## config.mk

```make
export PLATFORM = sky130hd
export DESIGN_NAME = tms_seq
export DESIGN_NICKNAME = d
export VERILOG_FILES = /design/src/rtl/tms_pkg.sv /design/src/rtl/tms_seq.sv
export VERILOG_INCLUDE_DIRS = /design/src /design/src/rtl
export SDC_FILE = /design/constraint.sdc
export NUM_CORES = 1
export LEC_CHECK = 0
export BUFFER_PORTS_ARGS = -buffer_cell sky130_fd_sc_hd__buf_2
export CORE_ASPECT_RATIO = 0.8
export CORE_MARGIN = 2
export CORE_UTILIZATION = 44
export DETAILED_ROUTE_END_ITERATION = 8
export MAX_ROUTING_LAYER = met4
export PLACE_DENSITY = 0.79
export SYNTH_ARGS = -nofsm -noshare
export SYNTH_HDL_FRONTEND = slang
export SYNTH_SLANG_ARGS = --single-unit
```

## constraint.sdc

```tcl
create_clock -name clock -period 3.05 [get_ports clock]
set_clock_uncertainty 0.15 [all_clocks]
set_input_delay 0.305 -clock clock [delete_from_list [all_inputs] [get_ports clock]]
set_output_delay 0.305 -clock clock [all_outputs]
set_load 0.005 [all_outputs]
```

## src/rtl/turing_machine_stepper_assert.svh

```systemverilog
// ---------------------------------------------------------------------------
// Assertion macros for the Turing machine stepper
// Shorthand for the clocked implication checks used in the RTL.
// ---------------------------------------------------------------------------
`ifndef TURING_MACHINE_STEPPER_ASSERT_SVH
`define TURING_MACHINE_STEPPER_ASSERT_SVH

// The consequent must hold in the same cycle as the antecedent.
`define TMS_ASSERT_SAME(label, clk, rst, ante, cons, msg) \
   label: assert property (@(posedge clk) disable iff (rst) (ante) |-> (cons)) \
      else $error(msg);

// The consequent must hold in the cycle after the antecedent.
`define TMS_ASSERT_NEXT(label, clk, rst, ante, cons, msg) \
   label: assert property (@(posedge clk) disable iff (rst) (ante) |=> (cons)) \
      else $error(msg);

`endif

```

## src/rtl/tms_pkg.sv

```systemverilog
// ---------------------------------------------------------------------------
// tms_pkg
// Shared field widths, item kinds and control structures of the stepper.
// ---------------------------------------------------------------------------
package tms_pkg;

   localparam int SYM_W       = 2;
   localparam int STATE_W     = 4;
   localparam int RULE_ST_W   = 3;
   localparam int COUNT_W     = 48;
   localparam int OFFSET_W    = 12;

   localparam logic [COUNT_W-1:0] COUNT_MAX = '1;

   localparam logic [1:0] KIND_LOAD    = 2'd0;
   localparam logic [1:0] KIND_STEP    = 2'd1;
   localparam logic [1:0] KIND_SEEK    = 2'd2;
   localparam logic [1:0] KIND_RESTART = 2'd3;

   // One transition rule as it sits in the rule memory.
   typedef struct packed {
      logic [STATE_W-1:0] next_state;
      logic               move_right;
      logic [SYM_W-1:0]   write_symbol;
   } rule_type;

   typedef struct packed {
      logic rd_en;
      logic wr_en;
      logic clear;
   } tape_ctl_type;

   typedef struct packed {
      logic rd_en;
      logic wr_en;
   } rule_ctl_type;

   // Machine status as reported in one result word.
   typedef struct packed {
      logic [STATE_W-1:0]         machine_state;
      logic                       halted;
      logic [COUNT_W-1:0]         step_count;
      logic signed [OFFSET_W-1:0] head_offset;
      logic [RULE_ST_W-1:0]       prior_state;
      logic [SYM_W-1:0]           prior_symbol;
      logic                       tape_overflow;
   } status_type;

endpackage

```

## src/rtl/tms_seq.sv

```systemverilog
// ---------------------------------------------------------------------------
// tms_seq
// Step sequencer and machine registers: reads the tape, looks up the rule,
// writes back and moves the head, and repeats for a seek.
// ---------------------------------------------------------------------------
`include "turing_machine_stepper_assert.svh"

module tms_seq
   import tms_pkg::*;
#(
   parameter int TAPE_CELLS = 4096,
   parameter int NUM_STATES = 8,
   localparam int HW = $clog2(TAPE_CELLS)
) (
   input  logic               clock,
   input  logic               reset,
   input  logic               req_fire,
   input  logic [1:0]         req_kind,
   input  logic [COUNT_W-1:0] req_step_goal,
   input  logic               rsp_take,
   input  logic [SYM_W-1:0]   tape_rd_data,
   input  rule_type           rule_q,
   output tape_ctl_type       tape_ctl,
   output logic [HW-1:0]      tape_rd_addr,
   output logic [HW-1:0]      tape_wr_addr,
   output logic [SYM_W-1:0]   tape_wr_data,
   output rule_ctl_type       rule_ctl,
   output logic [STATE_W-1:0] rule_rd_state,
   output logic [SYM_W-1:0]   rule_rd_symbol,
   output status_type         status,
   output logic               idle,
   output logic               done
);

   localparam logic [1:0] SEQ_IDLE  = 2'd0;
   localparam logic [1:0] SEQ_RULE  = 2'd1;
   localparam logic [1:0] SEQ_APPLY = 2'd2;
   localparam logic [1:0] SEQ_DONE  = 2'd3;

   localparam logic [HW-1:0] HEAD_START = HW'(TAPE_CELLS / 2);
   localparam logic [HW-1:0] HEAD_LAST  = HW'(TAPE_CELLS - 1);
   localparam int DW = ((HW > OFFSET_W) ? HW : OFFSET_W) + 1;

   logic [1:0]           seq_ff, seq_in;
   logic                 seek_ff, seek_in;
   logic [COUNT_W-1:0]   goal_ff, goal_in;
   logic [SYM_W-1:0]     sym_ff, sym_in;
   logic [STATE_W-1:0]   state_ff, state_in;
   logic [HW-1:0]        head_ff, head_in;
   logic [COUNT_W-1:0]   count_ff, count_in;
   logic [RULE_ST_W-1:0] last_state_ff, last_state_in;
   logic [SYM_W-1:0]     last_sym_ff, last_sym_in;
   logic                 ovf_ff, ovf_in;

   logic                 halted;
   logic                 can_step;
   logic                 go;
   logic                 bound_hit;
   logic [HW-1:0]        head_next;
   logic [DW-1:0]        off_wide;

   assign halted   = 32'(state_ff) >= NUM_STATES;
   assign can_step = !halted && !ovf_ff && (count_ff != COUNT_MAX);
   assign go       = can_step && (!seek_ff || (count_ff < goal_ff));

   // Head move of the rule being applied; at either end the head stays.
   always_comb begin
      if (rule_q.move_right) begin
         bound_hit = (head_ff == HEAD_LAST);
         head_next = bound_hit ? head_ff : head_ff + 1'b1;
      end else begin
         bound_hit = (head_ff == '0);
         head_next = bound_hit ? head_ff : head_ff - 1'b1;
      end
   end

   always_comb begin
      seq_in        = seq_ff;
      seek_in       = seek_ff;
      goal_in       = goal_ff;
      sym_in        = sym_ff;
      state_in      = state_ff;
      head_in       = head_ff;
      count_in      = count_ff;
      last_state_in = last_state_ff;
      last_sym_in   = last_sym_ff;
      ovf_in        = ovf_ff;
      tape_ctl      = '0;
      rule_ctl      = '0;
      tape_rd_addr  = head_ff;
      unique case (seq_ff)
         SEQ_IDLE: begin
            if (req_fire) begin
               tape_ctl.rd_en = 1'b1;
               unique case (req_kind)
                  KIND_LOAD: begin
                     rule_ctl.wr_en = 1'b1;
                     seq_in         = SEQ_DONE;
                  end
                  KIND_STEP: begin
                     seek_in = 1'b0;
                     seq_in  = SEQ_RULE;
                  end
                  KIND_SEEK: begin
                     seek_in = 1'b1;
                     goal_in = req_step_goal;
                     seq_in  = SEQ_RULE;
                  end
                  KIND_RESTART: begin
                     tape_ctl.clear = 1'b1;
                     state_in       = '0;
                     head_in        = HEAD_START;
                     count_in       = '0;
                     last_state_in  = '0;
                     last_sym_in    = '0;
                     ovf_in         = 1'b0;
                     seq_in         = SEQ_DONE;
                  end
               endcase
            end
         end
         SEQ_RULE: begin
            if (go) begin
               rule_ctl.rd_en = 1'b1;
               sym_in         = tape_rd_data;
               seq_in         = SEQ_APPLY;
            end else begin
               seq_in = SEQ_DONE;
            end
         end
         SEQ_APPLY: begin
            tape_ctl.wr_en = 1'b1;
            last_state_in  = state_ff[RULE_ST_W-1:0];
            last_sym_in    = sym_ff;
            state_in       = rule_q.next_state;
            head_in        = head_next;
            ovf_in         = bound_hit;
            count_in       = count_ff + 1'b1;
            if (seek_ff) begin
               // Fetch the next cell while this one is written back.
               tape_ctl.rd_en = 1'b1;
               tape_rd_addr   = head_next;
               seq_in         = SEQ_RULE;
            end else begin
               seq_in = SEQ_DONE;
            end
         end
         SEQ_DONE: begin
            if (rsp_take) begin
               seq_in = SEQ_IDLE;
            end
         end
      endcase
   end

   always_ff @(posedge clock) begin
      if (reset) begin
         seq_ff        <= SEQ_IDLE;
         state_ff      <= '0;
         head_ff       <= HEAD_START;
         count_ff      <= '0;
         last_state_ff <= '0;
         last_sym_ff   <= '0;
         ovf_ff        <= 1'b0;
      end else begin
         seq_ff        <= seq_in;
         state_ff      <= state_in;
         head_ff       <= head_in;
         count_ff      <= count_in;
         last_state_ff <= last_state_in;
         last_sym_ff   <= last_sym_in;
         ovf_ff        <= ovf_in;
      end
      seek_ff <= seek_in;
      goal_ff <= goal_in;
      sym_ff  <= sym_in;
   end

   assign tape_wr_addr   = head_ff;
   assign tape_wr_data   = rule_q.write_symbol;
   assign rule_rd_state  = state_ff;
   assign rule_rd_symbol = tape_rd_data;

   assign off_wide = DW'(head_ff) - DW'(HEAD_START);

   always_comb begin
      status.machine_state = state_ff;
      status.halted        = halted;
      status.step_count    = count_ff;
      status.head_offset   = off_wide[OFFSET_W-1:0];
      status.prior_state   = last_state_ff;
      status.prior_symbol  = last_sym_ff;
      status.tape_overflow = ovf_ff;
   end

   assign idle = (seq_ff == SEQ_IDLE);
   assign done = (seq_ff == SEQ_DONE);

   `TMS_ASSERT_SAME(a_apply_allowed, clock, reset, seq_ff == SEQ_APPLY, can_step, "step applied while the machine may not step")
   `TMS_ASSERT_NEXT(a_count_step, clock, reset, seq_ff == SEQ_APPLY, count_ff == $past(count_ff) + 1'b1, "step count did not advance by one")
   `TMS_ASSERT_SAME(a_seek_goal, clock, reset, seq_ff == SEQ_APPLY && seek_ff, count_ff < goal_ff, "seek stepped at or past its goal")

endmodule

```

=== Word level (Yosys, flattened, before mapping) ===
Cells that the tools add are included.

* Register bits: 123
* Input port bits: 63
* Output and inout port bits: 110
* Word-level logic and storage cells: 89

* Add/sub/neg operators: 4
* $lt $le $gt $ge: 2
* Equal/unequal tests: 11
* Mux-type cells: 43
* Reduce and logical (&&, ||, !) cells: 19

{| class="wikitable"
|+ Operator list
! kind !! count
|-
| $mux 48 || 2
|-
| $pmux 48 s2 || 1
|-
| $mux 12 || 7
|-
| $add 48x1->48 const B || 1
|-
| $lt 48x48->1 || 1
|-
| $ne 48x48->1 const B || 1
|-
| $pmux 12 s2 || 1
|-
| $mux 1 || 15
|-
| $add 12x1->12 const B || 1
|-
| $eq 12x12->1 const B || 1
|-
| $logic_not 12->1 || 1
|-
| $sub 12x1->12 const B || 1
|-
| $sub 12x12->12 const B || 1
|-
| $mux 2 || 5
|-
| $reduce_and 3->1 || 3
|-
| $eq 2x2->1 const B || 4
|-
| $mux 4 || 2
|-
| $pmux 2 s2 || 2
|-
| $pmux 2 s4 || 1
|-
| $pmux 4 s2 || 1
|-
| $mux 3 || 2
|-
| $pmux 1 s2 || 3
|-
| $pmux 3 s2 || 1
|-
| $eq 2x1->1 const B || 2
|-
| 10 further kinds || 19
|}

=== Logic depth before layout (Yosys ltp) ===
* Word-level depth: 7
* Gate-level depth with buffers: 9
* Mapped depth without buffers: 8

=== Least setup slack after synthesis ===
No wires, ideal clock.

* Kind: register to register
* Start: reg count_ff[21]
* End: reg sym_ff[0] (enable)
* Setup time: 0.353 ns
* Arrival time: 1.943 ns
* Data required time: 2.547 ns
* Slack: 0.604 ns
* Cell stages (with the launch flop): 8
* Path buffers: 0
* Period minus slack after synthesis: 2.446 ns
* Path through: dfxtp_1 ha_1 a21oi_1 o21ai_0 a221o_1 a211o_1 a22o_1 nor3_1

* Longest elaborated chain between the ends: 4
* Elaborated cells between the ends (all ways): 6
* Those cells by class: order compare (1); eq/ne (1); reduce/logical (4)

{| class="wikitable"
|+ Ends and longest elaborated chain
! element !! RTL line !! source
|-
| from (decl) || tms_seq.sv:50 || <nowiki>logic [COUNT_W-1:0] count_ff, count_in;</nowiki>
|-
| from (signal assigned) || tms_seq.sv:169 || <nowiki>count_ff <= count_in;</nowiki>
|-
| $lt 48x48->1 / $ne 48x48->1 (equally long branches) || tms_seq.sv:64, tms_seq.sv:63 ||
|-
| $logic_or 1x1->1 / $logic_and 1x1->1 (equally long branches) || tms_seq.sv:64, tms_seq.sv:63 ||
|-
| $logic_and 1x1->1 * || tms_seq.sv:64 || <nowiki>assign go = can_step && (!seek_ff || (count_ff < goal_ff));</nowiki>
|-
| $reduce_and 2->1 (no source line) * || n/a ||
|-
| to (signal assigned) || tms_seq.sv:176 || <nowiki>sym_ff <= sym_in;</nowiki>
|-
| to (decl) || tms_seq.sv:47 || <nowiki>logic [SYM_W-1:0] sym_ff, sym_in;</nowiki>
|}

Mark *: on every way between the ends. The rest lies on a longest branch, timed or not.
A chain may end at the register's enable or synchronous reset.

==> results.ini <==
[status]
status = complete, no violations

[clock_tree]
htreeDepth = 4
cts_tree = yes
cts_num_sinks = 123
cts-root-buf = clkbuf_16
cts_buffer_depth = 2
clk_latency_ps = 410
clkSlewWorstSetupHoldPaths_ps = 60
cts_made_buffers = 17

[drt]
firstDrtPassIters = 5
via_per_inst = 5.392
drc = 0
wl_um = 18300
avgRoutedWirePerCell_um = 16.18
vias = 6098
drt_iter0_drc = 423
ant_nets = 0

[sta]
setup_viol = 0
post-route-period-util_pct = 98.69
max_slew.worst_pin.slew_ps = 717.6
slew_headroom_pct = 51.98
post-route-min-period_ps = 3010
tns_ps = 0
fmax_ghz = 0.3322
fin_ws_ps = 40.03
finalHoldViolCount = 0
rsz0062_at_grt = yes
slew_viol_final = 0

[final_layout]
fin_util_pct = 60.77
regArea_um2 = 2995
final_area_um2 = 9064
multi_input_area_um2 = 3432
n_fill_cell = 1222
nets = 1046
syn_to_final_growth_pct = 35.55
drive_above_1_share_pct = 30.57
antenna_cells = 0

[job]
maxCapViolCount = 0

[global_route]
grt_usage_pct = 22.40
grt-ovfl-total = 0
grt_antenna_before_repair = 0
grt_pass1_vias = 5734
grt_pass1_wl_um = 27810
grt_start_max_net_pins = 48

[yosys]
yosys.area_share.simple_pct = 19.37
muxShareOfSynthArea_pct = 0.1684
seq_area_frac_synth_pct = 44.46
synth_top_family_by_area = simple AND/OR/NAND/NOR gates
synth-compound-area-share_pct = 11.70
syn-cell-area_um2 = 6686
synthAdderAreaFrac_pct = 10.10
synth_area_per_cell_um2 = 9.391
yosysWarnings = 0
synth_edf_count = 51
syn_inst = 712
ys.flop_type = dfxtp_1
synth_xor_area_share_pct = 6.549
ys_ff_latch = 123
synth_nets = 829
synth_cell_types = 61
async_flop_share_pct = 0

[floorplan]
die_w_um = 141.8
floorplan.initialDensity_pct = 44.83
coreArea_um2 = 14910
die_y_um = 114.3
io_pins = 173
dieArea_um2 = 16200
fp-row-count = 40

[worst_setup_path]
slowest_delay_ps = 400
critical-path-slowest-cell = edfxtp_1
path_cells = inv_1 > ha_1 > nand4_1 > nor2_1 > a221o_1 > a211o_1 > a22o_1 > nor3_4 > buf_2
critPathKind = register to output pin
cp.arrival_ps = 2550
crit_path_end_kind = output pin
cp.required_ps = 2590
cp_max_fo = 2
critPathLaunchType = register

[worst_hold_path]
hold_class = primary input to register

[pwr]
vdd_drop_max_uv = 435.0
power.density_nw_per_um2 = 499.4
power.leakage_nw = 4.139

[place]
gp_congestion = 0.9517
dpl_cell_area_um2 = 7606
hpwlAfterDp_um = 12140
port_buffers = 168
dpl_worst_slack_ps = 125.5

-- area by class of cell --
| class | instances | area share [%] |
|---|---|---|
| Clock buffer | 25 | 6.171 |
| Clock inverter | 7 | 0.5108 |
| Inverter | 60 | 2.485 |
| Timing Repair Buffer | 247 | 17.31 |
| Multi-Input combinational cell | 480 | 37.87 |
| Sequential cell | 123 | 33.05 |
| Tap cell | 189 | 2.609 |
-- cell usage in the layout (no fill, tap or decap), types with 6 or more instances in the layout --
master / instances
dfxtp_2: 18
clkbuf_16: 20
edfxtp_1: 51
nor2_1: 77
ha_4: 11
ha_1: 43
a22oi_1: 12
or3_1: 6
inv_2: 6
xor2_1: 40
dfxtp_1: 54
a21oi_1: 36
and4_1: 8
buf_2: 168
nand4_1: 29
nand2_1: 48
o21ai_0: 22
dlygate4sd3_1: 54
and3_1: 12
xnor2_1: 10
nand3_1: 38
inv_1: 54
buf_4: 25
-- cells by family (layout without fill, tap and decap cells) --
group,after synthesis,count (layout)
AO/OA/AOI/OAI,120,120
XOR/XNOR,50,50
adder cells (fa/ha/maj),54,54
buffers and inverters,109,339
flip-flops,123,123
multiplexers,1,1
AND/OR/NAND/NOR,255,255
-- report_power, final --
| group | switching, mW | total (mW) | internal (mW) | leakage [nW] |
|---|---|---|---|---|
| clock network | 0.743 | 2.02 | 1.27 | 0.298 |
| logic | 0.345 | 0.652 | 0.308 | 2.79 |
| registers | 0.0796 | 1.86 | 1.78 | 1.06 |
-- layer usage --
metal / track usage [%] / share of wire [%]
met1: 28.34 / 45
met2: 36.47 / 48
met3: 4.684 / 5.8
met4: 6.667 / 1.6
met5: - / 0
-- through the flow --
step	total power [mW]	std cells	hold WS [ps]
2_1_floorplan	2.269	712	253.9
3_3_place_gp	2.448	1037	304.0
3_5_place_dp	2.459	1037	324.9
4_1_cts	4.522	1124	23.41
5_1_grt	4.714	1131	52.58
6_report	4.527	1131	40.77
-- final timing paths --
path | startpoint | endpoint | slack (ps) | depth (start not counted)
setup / recovery | goal_ff[31]$_DFFE_PP_ | rule_ctl[1] | 40 | 9
hold / removal | rsp_take | seq_ff[1]$_SDFFE_PP0P_ | 40 | 3
setup reg to reg | goal_ff[31]$_DFFE_PP_ | sym_ff[0]$_DFFE_PP_ | 460 | 9
hold reg to reg | ovf_ff$_SDFFE_PP0P_ | ovf_ff$_SDFFE_PP0P_ | 340 | 2
-- registers in the layout, summed over array words and instances, names as in the netlist --
register and count:
count_ff 48, goal_ff 48, tape_wr_addr 12, rule_rd_state 4, last_state_ff 3, last_sym_ff 2, seq_ff 2, sym_ff 2
ovf_ff 1, seek_ff 1
-- critical path, delay by kind of cell (launching register included) --
family | cells | cell delay, ps
AND/OR/NAND/NOR | 3 | 400
flip-flops | 1 | 400
adder cells (fa/ha/maj) | 1 | 230
AO/OA/AOI/OAI | 3 | 850
buffers and inverters | 2 | 250
-- repair_timing --
action	4_1_cts	5_1_grt
hold buffers	54	0
gates resized for setup	10	44
pin swaps	4	13
buffers inserted	1	8
setup endpoints to repair	5	10
endpoints found under the hold margin	54	0
-- cell usage after synthesis, drive strengths merged, types with 4 or more instances --
master,number,area [µm²]
and3,13,81.33
inv,60,225.2
a31o,4,35.03
a21oi,42,214.0
nor2,77,289.0
buf,35,232.7
or3,7,48.80
and2,6,37.54
a21o,4,30.03
nor4,11,96.34
a22oi,12,90.09
xnor2,10,87.58
o31ai,4,30.03
nand4,29,181.4
nor3,7,40.04
ha,54,675.7
dfxtp,72,1441
nand3,38,190.2
o21ai,27,138.9
and4,8,70.07
edfxtp,51,1531
xor2,40,350.3
nand2,50,187.7
clkbuf,14,53.80
Note: power is estimated with default switching activity, not from simulation.
