File: src/rtl/turing_machine_stepper_assert.svh
// ---------------------------------------------------------------------------
// Assertion macros for the Turing machine stepper
// Shorthand for the clocked implication checks used in the RTL.
// ---------------------------------------------------------------------------
`ifndef TURING_MACHINE_STEPPER_ASSERT_SVH
`define TURING_MACHINE_STEPPER_ASSERT_SVH

// The consequent must hold in the same cycle as the antecedent.
`define TMS_ASSERT_SAME(label, clk, rst, ante, cons, msg) \
   label: assert property (@(posedge clk) disable iff (rst) (ante) |-> (cons)) \
      else $error(msg);

// The consequent must hold in the cycle after the antecedent.
`define TMS_ASSERT_NEXT(label, clk, rst, ante, cons, msg) \
   label: assert property (@(posedge clk) disable iff (rst) (ante) |=> (cons)) \
      else $error(msg);

`endif

File: src/rtl/tms_pkg.sv
// ---------------------------------------------------------------------------
// tms_pkg
// Shared field widths, item kinds and control structures of the stepper.
// ---------------------------------------------------------------------------
package tms_pkg;

   localparam int SYM_W       = 2;
   localparam int STATE_W     = 4;
   localparam int RULE_ST_W   = 3;
   localparam int COUNT_W     = 48;
   localparam int OFFSET_W    = 12;

   localparam logic [COUNT_W-1:0] COUNT_MAX = '1;

   localparam logic [1:0] KIND_LOAD    = 2'd0;
   localparam logic [1:0] KIND_STEP    = 2'd1;
   localparam logic [1:0] KIND_SEEK    = 2'd2;
   localparam logic [1:0] KIND_RESTART = 2'd3;

   // One transition rule as it sits in the rule memory.
   typedef struct packed {
      logic [STATE_W-1:0] next_state;
      logic               move_right;
      logic [SYM_W-1:0]   write_symbol;
   } rule_type;

   typedef struct packed {
      logic rd_en;
      logic wr_en;
      logic clear;
   } tape_ctl_type;

   typedef struct packed {
      logic rd_en;
      logic wr_en;
   } rule_ctl_type;

   // Machine status as reported in one result word.
   typedef struct packed {
      logic [STATE_W-1:0]         machine_state;
      logic                       halted;
      logic [COUNT_W-1:0]         step_count;
      logic signed [OFFSET_W-1:0] head_offset;
      logic [RULE_ST_W-1:0]       prior_state;
      logic [SYM_W-1:0]           prior_symbol;
      logic                       tape_overflow;
   } status_type;

endpackage

File: src/rtl/tms_rules.sv
// ---------------------------------------------------------------------------
// tms_rules
// Rule memory: load words write one sanitized rule, steps read one rule with
// a registered read.
// ---------------------------------------------------------------------------
module tms_rules
   import tms_pkg::*;
#(
   parameter int NUM_STATES  = 8,
   parameter int NUM_SYMBOLS = 4,
   localparam int RULE_COUNT = NUM_STATES * NUM_SYMBOLS,
   localparam int RIW        = $clog2(RULE_COUNT)
) (
   input  logic                 clock,
   input  rule_ctl_type         rule_ctl,
   input  logic [RULE_ST_W-1:0] ld_state,
   input  logic [SYM_W-1:0]     ld_symbol,
   input  logic [SYM_W-1:0]     ld_write_symbol,
   input  logic                 ld_move_right,
   input  logic [STATE_W-1:0]   ld_target_state,
   input  logic [STATE_W-1:0]   rd_state,
   input  logic [SYM_W-1:0]     rd_symbol,
   output rule_type             rd_rule
);

   rule_type       mem [RULE_COUNT];
   rule_type       q_ff;
   rule_type       ld_rule;
   logic           ld_ok;
   logic [RIW-1:0] ld_idx;
   logic [RIW-1:0] rd_idx;

   // A load outside the table is dropped; an unknown symbol is stored as
   // blank and a target past the halt state is stored as halt.
   assign ld_ok = (32'(ld_state) < NUM_STATES) && (32'(ld_symbol) < NUM_SYMBOLS);
   assign ld_idx = RIW'(32'(ld_state) * NUM_SYMBOLS + 32'(ld_symbol));
   assign rd_idx = RIW'(32'(rd_state) * NUM_SYMBOLS + 32'(rd_symbol));

   always_comb begin
      ld_rule.write_symbol = (32'(ld_write_symbol) >= NUM_SYMBOLS) ? '0 : ld_write_symbol;
      ld_rule.move_right   = ld_move_right;
      ld_rule.next_state   = (32'(ld_target_state) > NUM_STATES)
                             ? STATE_W'(NUM_STATES) : ld_target_state;
   end

   always_ff @(posedge clock) begin
      if (rule_ctl.wr_en && ld_ok) begin
         mem[ld_idx] <= ld_rule;
      end
      if (rule_ctl.rd_en) begin
         q_ff <= mem[rd_idx];
      end
   end

   assign rd_rule = q_ff;

endmodule

File: config.mk
export PLATFORM = sky130hd
export DESIGN_NAME = tms_rules
export DESIGN_NICKNAME = d
export VERILOG_FILES = /design/src/rtl/turing_machine_stepper_assert.svh /design/src/rtl/tms_pkg.sv /design/src/rtl/tms_rules.sv
export SDC_FILE = /design/constraint.sdc
export NUM_CORES = 1
export LEC_CHECK = 0
export ABC_AREA = 1
export BUFFER_PORTS_ARGS = -buffer_cell sky130_fd_sc_hd__buf_4
export CORE_MARGIN = 3
export CORE_UTILIZATION = 46
export DETAILED_ROUTE_END_ITERATION = 10
export GPL_TIMING_DRIVEN = 0
export PLACE_DENSITY = 0.69
export SYNTH_ARGS = -nofsm -noshare
export SYNTH_HDL_FRONTEND = slang
export SYNTH_SLANG_ARGS = --single-unit
File: constraint.sdc
create_clock -name clock -period 3.5 [get_ports clock]
set_input_delay 0.7 -clock clock [delete_from_list [all_inputs] [get_ports clock]]
set_output_delay 0.7 -clock clock [all_outputs]
set_load 0.02 [all_outputs]
# == After elaboration in Yosys (flattened, before gate mapping) ==
# Memory sizes are Yosys's and may differ from the RTL's. A register that Yosys moved wholly into a read port is not among the register bits.
# Cells that the tools add are included.
# op_classes
muxes,3
order_cmp,1
shifts,0
add_sub_neg,2
bitwise,0
n_eq_ne,0
reduce_logical,0
mul,0
div,0
# ops
op,n
5-bit by 2-bit adder with 5-bit output,2
"4-bit greater-than comparator, second input constant",1
4-bit 2-to-1 mux,1
1-bit 2-to-1 mux,2
# totals
regBits,0
mem_bits_rw,224
romBits,0
wordCells,7
input_bits,21
n_memories,1
latch_bits,0
# mem_list
name,depth,width,rd,rd_clocked_by_memory_dff,write_ports,line_no,text
mem,32,7,1,1,1,tms_rules.sv:26,rule_type mem [RULE_COUNT];

# == Logic depth before layout (Yosys ltp) ==
# Gate-level depths: netlist of the first run.
# logic_depth
word_depth,2
mapped_depth,12

# == Worst setup path after synthesis of the first run ==
# OpenSTA, ideal clock, no wires.
# synth_path
kind,input to register
from,in ld_target_state[1]
to,mem mem[0][4] in the netlist's numbering (data pin)
setup_time_ns,0.466
arrival_ns,2.169
n_path_buf,0
cell_stages,3
t_required_ns,3.034
slack_ns,0.866
path_cell_list,nor2_1 > nand2_1 > a21boi_0
# synth_lines
item,line_no,text
from (decl),tms_rules.sv:20,"input logic [STATE_W-1:0] ld_target_state,"
to (decl),tms_rules.sv:26,

# == Final worst setup path of the first run ==
# layout_path
from,in ld_symbol[0]
to,mem mem[18][1] in the netlist's numbering (enable)
# layout_between
elab_chain_len,1
# layout_lines
item,line_no,text
from (decl),tms_rules.sv:17,"input logic [SYM_W-1:0] ld_symbol,"
5-bit by 2-bit adder with 5-bit output,tms_rules.sv:36,assign ld_idx = RIW'(32'(ld_state) * NUM_SYMBOLS + 32'(ld_symbol));
# Every way passes these cells.

==> results.toml, run 1 <==
[status]
status = "finished, final reports clean"

[timing]
hold_violations = 0
final-max-slew-violation-count = 0
worst_pin_slew_ns = 1.10
fmax_mhz = 447
relSlewSlack = 0.265
totalNegativeSetupSlack_ns = 0
min_period_ns = 2.24
fin_worst_skew_ns = 0.00800
rsz0062_at_grt = "false"
hold-worst-slack_ns = 0.443
setup_violations = 0
finalCritPeriodShare = 0.639
setup_slack_ns = 1.26

[grt]
track_usage = 0.208
first_global_vias = 5816
globalRouteMet2Util = 0.318
grt_pass1_wl_mm = 34.7
grt_max_degree = 33
antenna_found_initial = 0
overflow = 0
busiest_layer = "met2"
gr-usage-met3 = 0.0342
grt_util_met1 = 0.314

[cells_and_area]
syn2layout_area_growth_pct = 13.9
regArea_um2 = 6940
num_antenna_cells = 0
fillCellCount = 1683
layout_commonest_cell = "nand2_1"
postLayoutCoreUtil = 0.545
design_area_um2 = 10800
layout.nets = 895
stdcell_count = 1155
final_cell_mix = "nand2_1, edfxtp_1, nand3_1, nor2_1, buf_4"
final_layout_size_suffix_gt1_frac = 0.112
multi_input_area_um2 = 2250

[setup_path]
worstPathRequired_ns = 3.63
crit_path_end = "mem[18][1]"
r2r_cells = 8
worst-setup-path-type = "in -> reg"
critPathCaptureType = "flop"
critical_path_arrival_ns = 2.37
cp_max_fo = 8
r2r_start = "mem[29][4]"
start_kind = "input port"
r2r_slack_ns = 2.13
crit_start = "ld_symbol[0]"
regToRegEndpoint = "rd_rule[4]"

[power_and_ir_drop]
combinationalPowerShare = 0.074
clkPwrFrac = 0.401
p_sw_mw = 1.31
powerDensity_nw_per_um2 = 544
irDropWorstVdd_mv = 0.388
fin_total_pwr_mw = 5.90
leakagePower_nw = 4.00
p_int_mw = 4.59
swShare = 0.222
pwr-share-seq = 0.525

[placed_design]
pre_cts_ws_ns = 0.897
routabilityCongestion = 0.853
dp.cells = 1113
dpl_cell_area_um2 = 10100
hpwl_mm = 15.2
port_buffers = 24

[clock_network]
cts_inserted_buffers = 24
cts_resized = 0
cts.sinks = 231
cts_tree = "yes"
cts_setup_buffers = 0
clock_latency_ns = 0.52
clk_pin_slew_ns = 0.06
clockBufferDepth = 3
cts_root_buffer = "clkbuf_16"
htree_levels = 1
hold_buffers = 0

[drt]
routed_wl_mm = 23.2
viasPerCell = 5.51
drc = 0
wl_per_cell_um = 20.1
vias = 6364
dr.pass1.iters = 6
antenna_left = 0
drtIter0Drc = 731

[synthesis]
netlist_instances = 821
synthTopCellsByArea = "edfxtp_1, nand2_1, nand3_1"
yosysUniqueCellTypes = 13
yosysWarningCount = 0
ys_ff_latch = 231
synth_top_cell_area_share = 0.729
synth_top_area_cell = "edfxtp_1"
avgSynthCellArea_um2 = 11.6
synth_seq_area_share = 0.729
syn_nets = 842
syn_area_um2 = 9520

[hold_path]
hp-class = "in -> reg"

[die]
start_util = 0.478
die_h_um = 150
num_rows = 51
die_x_um = 150
dieArea_um2 = 22500
num_io_pins = 28
core-area_um2 = 19900

[run]
drv_cap = 0
==> routing by layer <==
layer  up-vias  routed length, um
li1       2958                  -
met1      3008               9710
met2       349              10400
met3        49               2450
met4         0                603
met5         -                  0
==> synth_stat cells <==
library cell,n
nand3_1,180
nand2_1,316
inv_4,1
inv_2,1
edfxtp_1,231
buf_4,8
nor2_1,35
inv_1,10
buf_2,20
a21boi_0,1
buf_6,11
clkbuf_1,4
buf_1,3
==> layout make-up <==
class | count | share of cell area
Sequential cell | 231 | 0.640
Multi-Input combinational cell | 532 | 0.207
Clock inverter | 10 | 0.00623
Buffer | 46 | 0.0286
Tap cell | 265 | 0.0306
Timing Repair Buffer | 27 | 0.0231
Clock buffer | 32 | 0.0601
Inverter | 12 | 0.00438
==> how the worst min path moves through the flow <==
stage / startpoint / to / slack [ns] / cells after the start
after floorplan: mem[2][0] / rd_rule[0] / 0.76 / 8
after global placement: mem[26][3] / rd_rule[3] / 0.84 / 8
after detailed placement: mem[26][0] / rd_rule[0] / 0.85 / 8
after CTS: rule_ctl[1] / rd_rule[6] / 0.43 / 1
after global routing: rule_ctl[1] / rd_rule[1] / 0.45 / 1
final: rule_ctl[1] / rd_rule[4] / 0.44 / 1
==> power by group through the flow <==
stage               logic, mW  clock network, mW  registers [mW]
CTS                     0.428               2.37            3.10
global route            0.473               2.49            3.10
finish                  0.435               2.37            3.10
global placement        0.405                  0            3.16
detailed placement      0.426                  0            3.16
floorplan               0.235                  0            3.16
==> sequential cells by signal, indices dropped and copies added (netlist names) <==
signal / flops
mem: 224
rd_rule: 7
==> worst max-delay path, cell delays in order <==
cell	delay, ns
buf_4	0.12
inv_1	0.06
nand3_1	0.45
nor2_1	1.03
==> logic make-up (layout without fill, tap and decap cells) <==
kind of cell           after synthesis  after routing  synth area share
AOI/OAI and AO/OA                    1              1          0.000789
buffers and inverters               58            127            0.0376
DFF                                231            231             0.729
and+or+nand+nor                    531            531             0.233
Note: power is estimated with default switching activity, not from simulation.
==> run 2: changes to the inputs <==
--- a/config.mk
+++ b/config.mk
@@ -11,7 +11,7 @@
 export CORE_UTILIZATION = 46
 export DETAILED_ROUTE_END_ITERATION = 10
 export GPL_TIMING_DRIVEN = 0
-export PLACE_DENSITY = 0.69
+export PLACE_DENSITY = 0.71
 export SYNTH_ARGS = -nofsm -noshare
 export SYNTH_HDL_FRONTEND = slang
 export SYNTH_SLANG_ARGS = --single-unit
==> constraint.sdc (replaced) <==
create_clock -name clock -period 2 [get_ports clock]
set_input_delay 0.4 -clock clock [delete_from_list [all_inputs] [get_ports clock]]
set_output_delay 0.4 -clock clock [all_outputs]
set_load 0.02 [all_outputs]
==> run 2 against run 1 <==
  * Combinational power rose by 71%
  * Setup slack worse by 0.97 ns
  * Global-route usage fell by 0.55 points
  * Power rose by 74%
  * Non-clock buffer count is 1 lower
  * Routed wire length fell by 3.6%
  * Utilization is essentially flat
  * Clock skew about the same
  * Highest routed layer unchanged
  * Final area is essentially flat
  * Via count shrank 1.5%
  * Register-to-register slack worse by 1.5 ns
==> results.toml, run 2 (synthesized netlist as in run 1, its figures left out) <==
[status]
status = "finished, final reports clean"

[drt]
viasPerCell = 5.42
wl_per_cell_um = 19.3
drc = 0
dr.pass1.iters = 5
antenna_left = 0
drtIter0Drc = 743
vias = 6266
routed_wl_mm = 22.3

[hold_path]
hp-class = "in -> reg"

[clock_network]
cts_tree = "yes"
cts.sinks = 231
clock_latency_ns = 0.52
cts_inserted_buffers = 24
htree_levels = 1
clockBufferDepth = 3
cts_root_buffer = "clkbuf_16"
clk_pin_slew_ns = 0.06
cts_resized = 0
hold_buffers = 0
cts_setup_buffers = 0

[placed_design]
port_buffers = 24
hpwl_mm = 14.8
dp.cells = 1112
routabilityCongestion = 0.914
dpl_cell_area_um2 = 10100

[cells_and_area]
layout.nets = 894
multi_input_area_um2 = 2250
largest_reg_flops = 224
regArea_um2 = 6940
layout_commonest_cell = "nand2_1"
syn2layout_area_growth_pct = 13.9
final_layout_size_suffix_gt1_frac = 0.113
postLayoutCoreUtil = 0.545
num_antenna_cells = 0
fillCellCount = 1685
design_area_um2 = 10800
regMostFlops = "mem"
final_cell_mix = "nand2_1, edfxtp_1, nand3_1, nor2_1, buf_4"
stdcell_count = 1156

[grt]
grt_pass1_wl_mm = 33.7
grt_max_degree = 33
antenna_found_initial = 0
overflow = 0
track_usage = 0.203
first_global_vias = 5706

[setup_path]
cp_max_fo = 8
critPathCaptureType = "flop"
critical_path_arrival_ns = 1.85
worst-setup-path-type = "in -> reg"
start_kind = "input port"
worstPathRequired_ns = 2.14

[timing]
finalCritPeriodShare = 0.851
min_period_ns = 1.70
worst_pin_slew_ns = 0.872
final-max-slew-violation-count = 0
hold-worst-slack_ns = 0.144
hold_violations = 0
fin_worst_skew_ns = 0.00755
rsz0062_at_grt = "false"
fmax_mhz = 587
relSlewSlack = 0.417
setup_violations = 0

[die]
start_util = 0.478
die_x_um = 150
num_rows = 51
num_io_pins = 28
dieArea_um2 = 22500
die_h_um = 150
core-area_um2 = 19900

[run]
drv_cap = 0

[power_and_ir_drop]
irDropWorstVdd_mv = 0.959
leakagePower_nw = 4.00
powerDensity_nw_per_um2 = 949
-- run 2: cell count changes in the layout (fill, tap and decap cells not counted), sizes merged --
| cell | before | now |
|---|---|---|
| buf | 69 | 68 |
| clkinv | 9 | 10 |
| inv | 12 | 13 |
-- run 2: power breakdown --
group	internal, mW	total (mW)	switching, mW
clock	2.41	4.13	1.71
sequential	5.40	5.42	0.0152
combinational	0.226	0.746	0.520
-- run 2: worst paths after layout --
kind           startpoint    endpoint  slack, ns  cells past startpoint
min           rule_ctl[1]  rd_rule[6]       0.14                      1
max          ld_symbol[0]  mem[26][4]       0.30                      4
max reg2reg    mem[28][5]  rd_rule[5]       0.67                      8
min reg2reg    mem[26][3]  rd_rule[3]       0.86                      8
-- run 2: worst max-delay path, cell delays in order --
cell,delay (ns)
buf_4,0.12
inv_1,0.06
nand3_1,0.43
nor2_1,0.83
-- run 2: final cells by class --
class / instances / share of cell area
clock buffer: 32 / 0.0601
buffer: 46 / 0.0287
inverter: 12 / 0.00439
sequential: 231 / 0.640
clock inverter: 12 / 0.00739
multi-input combinational: 532 / 0.207
timing repair buffer: 26 / 0.0217
tap: 265 / 0.0306
-- run 2: per-stage QoR --
stage               worst slack [ns]  setup TNS (ns)  total power, mW
floorplan                      0.227               0             5.95
CTS                            0.283               0             10.3
global placement               -1.25         -106.03             6.23
global route                   0.283               0             10.6
finish                         0.298               0             10.3
detailed placement            -0.253          -16.19             6.26
-- run 2: routing by layer --
metal	share of wire	vias to the layer above	track usage
li1	-	2965	-
met1	0.41	2941	0.291
met2	0.46	316	0.315
met3	0.11	44	0.0394
met4	0.028	0	0.0668
met5	0	-	0
==> run 3: changes to the inputs <==
--- a/config.mk
+++ b/config.mk
@@ -8,10 +8,11 @@
 export ABC_AREA = 1
 export BUFFER_PORTS_ARGS = -buffer_cell sky130_fd_sc_hd__buf_4
 export CORE_MARGIN = 3
-export CORE_UTILIZATION = 46
+export CORE_UTILIZATION = 58
+export CTS_BUF_LIST = sky130_fd_sc_hd__clkbuf_4
 export DETAILED_ROUTE_END_ITERATION = 10
 export GPL_TIMING_DRIVEN = 0
-export PLACE_DENSITY = 0.71
+export PLACE_DENSITY = 0.85
 export SYNTH_ARGS = -nofsm -noshare
 export SYNTH_HDL_FRONTEND = slang
 export SYNTH_SLANG_ARGS = --single-unit
==> run 3 against run 2 <==
  * Setup slack gained 0.12 ns
  * Maximum frequency grew 7.9%
  * Clock skew grew 0.022 ns
  * Via count grew 5.8%
  * Sequential cell count is the same
  * Combinational power shrank 1%
  * Power shrank 5.9%
  * Critical path depth shrank 3
  * Die area shrank 20%
  * Critical endpoint is now rd_rule[1]
  * Highest routed layer is now met5
==> results.toml, run 3 (synthesized netlist as in run 1, its figures left out) <==
[clock_network]
cts_tree = "yes"
cts_resized = 0
cts_root_buffer = "clkbuf_4"
clk_pin_slew_ns = 0.07
cts.sinks = 231
htree_levels = 2
cts_setup_buffers = 0
clock_latency_ns = 0.65
clockBufferDepth = 3
cts_inserted_buffers = 54

[grt]
busiest_layer = "met2"
grt_max_degree = 33
overflow = 0
track_usage = 0.255
gr-usage-met3 = 0.0679
antenna_found_initial = 2
grt_pass1_wl_mm = 34.5
globalRouteMet2Util = 0.396
grt_util_met1 = 0.353
first_global_vias = 6308

[setup_path]
cp_cell_sequence = "buf_4"
r2r_slack_ns = 0.70
cp_max_fo = 1
worstPathRequired_ns = 1.60
critPathCaptureType = "output pin"
regToRegEndpoint = "rd_rule[3]"
r2r_start = "mem[13][3]"
slowest_delay_ns = 0.36
r2r_cells = 8
start_kind = "flop"
worst-setup-path-type = "reg -> out"
path_buf_inv = 1
crit_family = "flip-flops"
critical_path_arrival_ns = 1.18
slowest_stage = "edfxtp_1"

[timing]
hold-worst-slack_ns = 0.124
setup_violations = 0
relSlewSlack = 0.301
min_period_ns = 1.58
worst_pin_slew_ns = 1.05
final-max-slew-violation-count = 0
fmax_mhz = 634
rsz0062_at_grt = "false"
hold_violations = 0
fin_worst_skew_ns = 0.0299
totalNegativeSetupSlack_ns = 0
finalCritPeriodShare = 0.789

[die]
core-area_um2 = 16000
die_x_um = 134
start_util = 0.595
die_h_um = 134
num_rows = 46
num_io_pins = 28
dieArea_um2 = 18000

[hold_path]
hold_start = "rd_state[2]"
min_path_cells = 3
min_to = "rd_rule[1]"
hp-class = "in -> reg"

[status]
status = "finished, final reports clean"

[run]
drv_cap = 0

[cells_and_area]
multi_input_area_um2 = 2250
regMostFlops = "mem"
largest_reg_flops = 224
stdcell_count = 1161
design_area_um2 = 10700
layout_commonest_cell = "nand2_1"
final_layout_size_suffix_gt1_frac = 0.156
syn2layout_area_growth_pct = 12.1
fillCellCount = 1220
regArea_um2 = 6940
layout.nets = 924
final_cell_mix = "nand2_1, edfxtp_1, nand3_1, clkbuf_4, nor2_1"

[drt]
wl_per_cell_um = 19.4
vias = 6631
antenna_left = 0
routed_wl_mm = 22.5
dr.pass1.iters = 5
viasPerCell = 5.71
drtIter0Drc = 945
drc = 0

[power_and_ir_drop]
leakagePower_nw = 4.02
irDropWorstVdd_mv = 0.523
powerDensity_nw_per_um2 = 907

[placed_design]
routabilityCongestion = 0.917
hpwl_mm = 14.6
port_buffers = 24
dpl_cell_area_um2 = 10000
dp.cells = 1062
## run 3: layout make-up
type                    count  share of cell area
well taps                 216              0.0253
diodes                      1            0.000235
multi-input cells         532               0.211
inverters                  12             0.00446
flip-flops and latches    231               0.650
repair buffers             26              0.0192
clock inverters            22             0.00786
clock buffers              75              0.0528
plain buffers              46              0.0292
## run 3: per-layer routing
layer	up-vias	wire length, um
li1	3059	-
met1	3101	8780
met2	413	10600
met3	56	2500
met4	2	633
met5	-	12
## run 3: worst max-delay path by stage
| stage | from | to | slack (ns) | depth (start not counted) |
|---|---|---|---|---|
| after floorplan | ld_target_state[1] | mem[0][4] | 0.23 | 3 |
| after global placement | ld_target_state[1] | mem[10][4] | -1.18 | 4 |
| after detailed placement | ld_symbol[0] | mem[18][5] | -0.15 | 4 |
| after CTS | rd_rule[1] | rd_rule[1] | 0.39 | 1 |
| after global routing | rd_rule[6] | rd_rule[6] | 0.35 | 1 |
| final | rd_rule[1] | rd_rule[1] | 0.42 | 1 |
## run 3: timing repair
action	4_1_cts	5_1_grt
setup endpoints to repair	0	0
hold buffers	1	0
hold endpoints to repair	7	0
## run 3: report_power, final
group	internal [mW]	switching (mW)	total, mW
clock network	1.74	1.79	3.53
registers	5.40	0.0160	5.42
logic	0.218	0.518	0.735
## run 3: metrics by stage
stage	power (mW)	util	setup WS [ns]
floorplan	5.95	-	0.227
global placement	6.21	0.623	-1.18
detailed placement	6.24	0.625	-0.150
CTS	9.70	0.666	0.386
global route	10.0	0.667	0.353
finish	9.68	0.667	0.422
